<file path="src/design/ipc_pkg.sv">
// Shared types and constants for the infrared pulse timing capture block.
`default_nettype none

package ipc_pkg;

  // Timing buffer size and derived widths
  localparam int unsigned Capacity = 160;
  localparam int unsigned CntW     = 8;
  localparam int unsigned AddrW    = $clog2(Capacity);
  localparam int unsigned TimeW    = 16;
  localparam int unsigned IdxW     = 8;

  localparam logic [CntW-1:0]  CapCnt       = CntW'(Capacity);
  localparam logic [TimeW-1:0] TimeoutReset = TimeW'(62500);

  // Item kinds on the input channel
  typedef enum logic [1:0] {
    KindTick    = 2'd0,
    KindEdge    = 2'd1,
    KindRead    = 2'd2,
    KindRelease = 2'd3
  } kind_e;

  // Buffer write request from the capture state to the timing store
  typedef struct packed {
    logic             we;
    logic [AddrW-1:0] addr;
    logic [TimeW-1:0] data;
  } wr_req_t;

  // Status of one transaction, state after the item
  typedef struct packed {
    logic            done;
    logic [CntW-1:0] count;
    logic            level;
    logic            hit;
  } res_t;

endpackage

`default_nettype wire

</file>
<file path="src/design/ir_pulse_timing_capture.sv">
// Top level: infrared pulse timing capture with timing store and output skid stage.
//
// Usage:
//   Input channel (in_valid_i / in_stall_o) carries one item per transaction:
//   kind_i selects tick, pin edge, entry read or release; read_index_i is the
//   entry to read. Every item yields exactly one result on the output channel
//   (out_valid_o / out_stall_i): capture_done_o, entry_count_o, read_value_o and
//   line_level_o, all showing the state after the item.
//   Throughput is one item per cycle while in_stall_o is low; the state update
//   and the timing store write/read (one write port, one registered read port)
//   finish in the cycle the item is taken, and the result is then registered.
//   When the receiver stalls, the result holds and one more item is taken into
//   a skid register; in_stall_o then rises until the output drains.
//   The timeout register is written over cfg_valid_i / cfg_data_i, ready always.
//   Reset clears the counter, count and done flag, sets the level high and
//   loads a timeout of 62500 ticks. The timing store is not cleared; entries
//   at or beyond the count read as zero.
`default_nettype none

module ir_pulse_timing_capture (
  input  wire logic                      clk_i,
  input  wire logic                      rst_ni,
  input  wire logic                      in_valid_i,
  output logic                           in_stall_o,
  input  wire logic [1:0]                kind_i,
  input  wire logic [ipc_pkg::IdxW-1:0]  read_index_i,
  output logic                           out_valid_o,
  input  wire logic                      out_stall_i,
  output logic                           capture_done_o,
  output logic [ipc_pkg::CntW-1:0]       entry_count_o,
  output logic [ipc_pkg::TimeW-1:0]      read_value_o,
  output logic                           line_level_o,
  input  wire logic                      cfg_valid_i,
  output logic                           cfg_ready_o,
  input  wire logic [ipc_pkg::TimeW-1:0] cfg_data_i
);

  logic [ipc_pkg::TimeW-1:0] mem_q [ipc_pkg::Capacity];

  logic                      acc, out_take, load_out, load_skid, skid_move;
  logic [ipc_pkg::AddrW-1:0] rd_addr;
  ipc_pkg::wr_req_t          wr;
  ipc_pkg::res_t             res;
  logic                      out_vld_q, skid_vld_q;
  ipc_pkg::res_t             out_res_q, skid_res_q;
  logic [ipc_pkg::TimeW-1:0] out_rd_q, skid_rd_q;

  assign cfg_ready_o = 1'b1;

  // Handshake
  assign acc       = in_valid_i & ~skid_vld_q;
  assign out_take  = out_vld_q & ~out_stall_i;
  assign load_out  = acc & (~out_vld_q | out_take);
  assign load_skid = acc & out_vld_q & ~out_take;
  assign skid_move = skid_vld_q & out_take;
  assign rd_addr   = read_index_i[ipc_pkg::AddrW-1:0];

  ipc_state u_state (
    .clk_i        (clk_i),
    .rst_ni       (rst_ni),
    .acc_i        (acc),
    .kind_i       (ipc_pkg::kind_e'(kind_i)),
    .read_index_i (read_index_i),
    .cfg_we_i     (cfg_valid_i),
    .cfg_data_i   (cfg_data_i),
    .wr_o         (wr),
    .res_o        (res)
  );

  // Output and skid valid flags
  always_ff @(posedge clk_i or negedge rst_ni) begin
    if (!rst_ni) begin
      out_vld_q  <= 1'b0;
      skid_vld_q <= 1'b0;
    end else begin
      if (load_out || skid_move) begin
        out_vld_q <= 1'b1;
      end else if (out_take) begin
        out_vld_q <= 1'b0;
      end
      if (load_skid) begin
        skid_vld_q <= 1'b1;
      end else if (out_take) begin
        skid_vld_q <= 1'b0;
      end
    end
  end

  // Timing store write, registered read into output or skid slot
  always_ff @(posedge clk_i) begin
    if (wr.we) begin
      mem_q[wr.addr] <= wr.data;
    end
    if (load_out) begin
      out_res_q <= res;
      out_rd_q  <= mem_q[rd_addr];
    end else if (skid_move) begin
      out_res_q <= skid_res_q;
      out_rd_q  <= skid_rd_q;
    end
    if (load_skid) begin
      skid_res_q <= res;
      skid_rd_q  <= mem_q[rd_addr];
    end
  end

  assign in_stall_o     = skid_vld_q;
  assign out_valid_o    = out_vld_q;
  assign capture_done_o = out_res_q.done;
  assign entry_count_o  = out_res_q.count;
  assign line_level_o   = out_res_q.level;
  assign read_value_o   = out_res_q.hit ? out_rd_q : '0;

endmodule

`default_nettype wire

</file>
<file path="src/design/ipc_state.sv">
// Capture control state: tick counter, fill count, level and done flags, timeout register.
`default_nettype none

module ipc_state (
  input  wire logic                      clk_i,
  input  wire logic                      rst_ni,
  input  wire logic                      acc_i,
  input  wire ipc_pkg::kind_e            kind_i,
  input  wire logic [ipc_pkg::IdxW-1:0]  read_index_i,
  input  wire logic                      cfg_we_i,
  input  wire logic [ipc_pkg::TimeW-1:0] cfg_data_i,
  output ipc_pkg::wr_req_t               wr_o,
  output ipc_pkg::res_t                  res_o
);

  logic [ipc_pkg::TimeW-1:0] cnt_q, cnt_d, cnt_inc;
  logic [ipc_pkg::TimeW-1:0] timeout_q;
  logic [ipc_pkg::CntW-1:0]  fill_q, fill_d;
  logic                      level_q, level_d;
  logic                      done_q, done_d;
  logic                      hit;
  ipc_pkg::wr_req_t          wr;

  assign cnt_inc = cnt_q + 1'b1;

  // Next state for the item at the input
  always_comb begin
    cnt_d   = cnt_q;
    fill_d  = fill_q;
    level_d = level_q;
    done_d  = done_q;
    hit     = 1'b0;
    wr.we   = 1'b0;
    wr.addr = fill_q[ipc_pkg::AddrW-1:0];
    wr.data = '0;
    case (kind_i)
      ipc_pkg::KindTick: begin
        cnt_d = cnt_inc;
        if (cnt_inc == timeout_q) begin
          cnt_d = '0;
          // silent gap ends a non-empty capture; pad an odd count with a zero off-time
          if (!done_q && (fill_q != '0)) begin
            if (fill_q[0] && (fill_q < ipc_pkg::CapCnt)) begin
              wr.we  = 1'b1;
              fill_d = fill_q + 1'b1;
            end
            done_d = 1'b1;
          end
        end
      end
      ipc_pkg::KindEdge: begin
        if (!done_q && (fill_q < ipc_pkg::CapCnt)) begin
          // first edge from idle only starts timing
          if (!(level_q && (fill_q == '0))) begin
            wr.we   = 1'b1;
            wr.data = cnt_q;
            fill_d  = fill_q + 1'b1;
          end
          cnt_d   = '0;
          level_d = ~level_q;
        end
      end
      ipc_pkg::KindRead: begin
        hit = (read_index_i < fill_q);
      end
      ipc_pkg::KindRelease: begin
        fill_d  = '0;
        done_d  = 1'b0;
        level_d = 1'b1;
      end
      default: begin
        cnt_d = cnt_q;
      end
    endcase
  end

  // State registers
  always_ff @(posedge clk_i or negedge rst_ni) begin
    if (!rst_ni) begin
      cnt_q     <= '0;
      fill_q    <= '0;
      level_q   <= 1'b1;
      done_q    <= 1'b0;
      timeout_q <= ipc_pkg::TimeoutReset;
    end else begin
      if (acc_i) begin
        cnt_q   <= cnt_d;
        fill_q  <= fill_d;
        level_q <= level_d;
        done_q  <= done_d;
      end
      if (cfg_we_i) begin
        timeout_q <= cfg_data_i;
      end
    end
  end

  assign wr_o.we    = wr.we & acc_i;
  assign wr_o.addr  = wr.addr;
  assign wr_o.data  = wr.data;
  assign res_o.done  = done_d;
  assign res_o.count = fill_d;
  assign res_o.level = level_d;
  assign res_o.hit   = hit;

endmodule

`default_nettype wire

</file>
<file path="config.mk">
export PLATFORM = sky130hd
export DESIGN_NAME = ir_pulse_timing_capture
export DESIGN_NICKNAME = d
export VERILOG_FILES = /design/src/design/ipc_pkg.sv /design/src/design/ir_pulse_timing_capture.sv /design/src/design/ipc_state.sv
export SDC_FILE = /design/constraint.sdc
export NUM_CORES = 2
export LEC_CHECK = 0
export BUFFER_PORTS_ARGS = -buffer_cell sky130_fd_sc_hd__buf_2
export CAP_MARGIN = 20
export CORE_ASPECT_RATIO = 1.4
export CORE_UTILIZATION = 35
export CTS_BUF_LIST = sky130_fd_sc_hd__clkbuf_2
export CTS_CLUSTER_DIAMETER = 200
export CTS_CLUSTER_SIZE = 14
export DETAILED_ROUTE_END_ITERATION = 7
export PLACE_DENSITY_LB_ADDON = 0.1
export SYNTH_ARGS = -nofsm -noshare
export SYNTH_HDL_FRONTEND = slang
export SYNTH_SLANG_ARGS = --single-unit
</file>
<file path="constraint.sdc">
create_clock -name clk_i -period 13 [get_ports clk_i]
set_input_delay 0.65 -clock clk_i [delete_from_list [all_inputs] [get_ports clk_i]]
set_output_delay 0.65 -clock clk_i [all_outputs]
set_load 0.01 [all_outputs]
</file>
==> results.yml <==
outcome:
  status: "completed"
clock_network:
  cts.clk_slew.worst_paths_ps: 310
  cts_buffers: 215
  clockBufferDepth: 4
  root_buffer: "clkbuf_2"
  clkLatencyLatePin_ps: 1910
  cts_tree: "built"
  clock_sinks: 2658
  htree_levels: 4
  postCtsSetupRepairBufs: 0
yosys:
  synth_top_area_cell: "edfxtp_1"
  syn_avg_cell_area_sq_um: 23.3
  synth_cell_types: 58
  yosys.area_share.adder_pct: 0.193
  synth_commonest_cells: "edfxtp_1, mux4_2, clkbuf_1"
  netlist_instances: 4448
  synth_xor_area_share_pct: 0.237
  ys_seq_elements: 2658
  synthMuxAreaShare_pct: 17.9
  synth_compound_area_share_pct: 1.26
  synth_top_area_share_pct: 75.7
  synth_top_family_by_area: "multiplexers"
  async_flop_share_pct: 1.66
  synth-edff-count: 2614
  synth-simple-area-share_pct: 2.40
  ys_warn_count: 0
  syn_nets: 4495
  synth.most_common_cell: "edfxtp_1"
  ys_dominant_reg_cell: "edfxtp_1"
  synth.cell_area_sq_um: 104000
  synthTopCellsByArea: "edfxtp_1, mux4_2, nor3_2"
  ys_seq_area_share_pct: 76.8
setup_path:
  critical_path_class: "reg2reg"
  cp.arrival_ps: 6900
  critPathMaxStageDelay_ps: 990
  cp_slowest_cell: "nor3_2"
  path_max_fanout: 87
  critPathLaunchType: "register"
  r2r_slack_ps: 7660
  r2r-end: "mem_q[24][11]"
  cp-end-kind: "register"
  reg2reg_depth: 11
  cp_num_cells: 11
  cp_num_buf_inv: 2
  crit_end: "mem_q[24][11]"
  cp_cell_sequence: "ha_1 -> and4_1 -> nand2_4 -> or4_1 -> a211oi_1 -> and2_1 -> nand4_1 -> a21o_4 -> buf_12 -> nor3_2 -> buf_4"
  crit_required_ps: 14560
  path_delay_family: "simple AND/OR/NAND/NOR gates"
  r2r-start: "u_state.cnt_q[0]"
  crit_start: "u_state.cnt_q[0]"
sta:
  finalCriticalPeriod_ps: 5340
  setup_viol: 0
  finalMaxSlewViolations: 0
  tightest_slew_ps: 1160
  finalSetupTns_ps: 0
  relSlewSlack_pct: 22.6
  rsz0062_at_grt: "false"
  fmax_ghz: 0.187
  timing.final.ws_setup_ps: 7660
  fin_crit_sh_pct: 41.1
  skew_ps: 242
  hold_viol: 0
drt:
  num_vias: 47958
  drt_iter0_markers: 4411
  drt_pass1_iterations: 5
  antenna_left: 0
  routed_wl_mm: 300
  wl_per_cell_um: 34.2
  drc: 0
  routed_via_density: 5.48
global_routing:
  grt_use_total_pct: 20.1
  antenna_found_initial: 23
  grt_pass1_wl_mm: 416
  grt_start_max_net_pins: 100
  grt_pass1_vias: 50620
  overflow: 0
placed_design:
  dp_slack_ps: 7270
  place_congestion: 0.781
  placed_area_sq_um: 111000
  post-dp-hpwl_mm: 172
  numPortBuffers: 58
  numPlacedInstances: 8417
hold_path:
  hold_path_class: "in2reg"
  hold_path_depth: 5
power_and_ir_drop:
  irDropWorstVdd_mv: 0.134
  p_per_area_nw_per_um2: 122
  power_leakage_uw: 0.0359
floorplan:
  fp.dieW_um: 462
  initial_core_util_pct: 35.1
  dieArea_sq_um: 298000
  io-pin-count: 60
  core.rowCount: 236
  coreArea_sq_um: 295000
  die-height_um: 646
layout:
  final_layout_size_suffix_gt1_share_pct: 33.0
  design_area_sq_um: 113000
  final_nets: 4841
  post-route-util_pct: 38.2
  stdcell_count: 8759
  area_growth_pct: 8.75
run:
  drv_cap: 0
## layer usage
metal  vias up  GRT usage (%)  part of all wire [%]
met5         -              0                 0.025
met4        10           5.24                   2.6
met3       354           2.59                   4.6
met2      1208           35.1                    52
met1     26800           26.4                    41
li1      19586              -                     -
## flip-flops by register name, indices dropped and copies added (netlist names), 8 cells and up
register	cells
u_state.fill_q	8
u_state.cnt_q	16
skid_rd_q	16
mem_q	2560
u_state.timeout_q	16
out_rd_q	16
entry_count_o	8
skid_res_q	11
## what timing repair did
item	in CTS	in global routing
endpoints found under the hold margin	344	0
resized for setup	0	0
hold buffers	81	0
## area by class of cell
| class | instances | area, sq um |
|---|---|---|
| clock inverter | 5 | 18.8 |
| timing repair buffer | 399 | 3330 |
| multi-input combinational | 1500 | 23600 |
| fill | 26535 | 182000 |
| tap | 3927 | 4910 |
| antenna | 13 | 32.5 |
| sequential | 2658 | 79600 |
| clock buffer | 237 | 1190 |
| inverter | 20 | 75.1 |
## placed cells by master (no fill, tap or decap), drive strengths merged, types with 4 or more instances in the layout
cell and n:
nor3 166, a21oi 29, and3 19, inv 24, xnor2 21, a31oi 16
o21a 15, a21o 7, buf 319, clkbuf 237, a22o 4, nand3 13
edfxtp 2614, ha 16, nor2b 5, o22ai 35, o21ai 24, dfstp 8
mux2 36, a22oi 31, diode 13, nor2 45, nor4 4, nand2 85
dfrtp 36, xor2 7, mux2i 20, mux4 798, dlygate4sd3 80, nand2b 18
o31ai 4, nand4 11, and2 21, a211oi 21
## cell families (layout without fill, tap and decap cells)
| kind of cell | count (synthesis) | count (layout) |
|---|---|---|
| buf+inv | 290 | 661 |
| mux | 854 | 854 |
| flops | 2658 | 2658 |
| compound gates | 197 | 197 |
| fa+ha+maj | 16 | 16 |
| simple gates | 404 | 404 |
| xor+xnor | 28 | 28 |
| other cells | 1 | 14 |
## worst min-delay path by stage
| stage | slack (ps) | endpoint | startpoint |
|---|---|---|---|
| after CTS | 10 | skid_rd_q[15] | read_index_i[0] |
| after detailed placement | 500 | u_state.level_q | u_state.level_q |
| final | 280 | skid_rd_q[3] | read_index_i[2] |
| after floorplan | 350 | in_stall_o | rst_ni |
| after global placement | 480 | u_state.level_q | u_state.level_q |
| after global routing | 190 | skid_rd_q[15] | read_index_i[0] |
## power by group
group          switching [uW]  internal [uW]  total [uW]  leakage (uW)
Combinational             758            379        1140       0.00894
Sequential               66.8           9430        9490        0.0259
Clock                    2630            473        3100       0.00100
## per-stage QoR
stage | total power, uW | hold slack, ps
floorplan | 10300 | 354
global placement | 10800 | 484
detailed placement | 10800 | 496
CTS | 13900 | 11.4
global route | 14200 | 193
finish | 13700 | 277
## worst reg2reg max path: cells and delay by family (launching register included)
kind | cells | cell delay (ps)
buf+inv | 2 | 730
flops | 1 | 530
simple gates | 6 | 2640
fa+ha+maj | 1 | 310
compound gates | 2 | 860
Note: power is estimated with default switching activity, not from simulation.
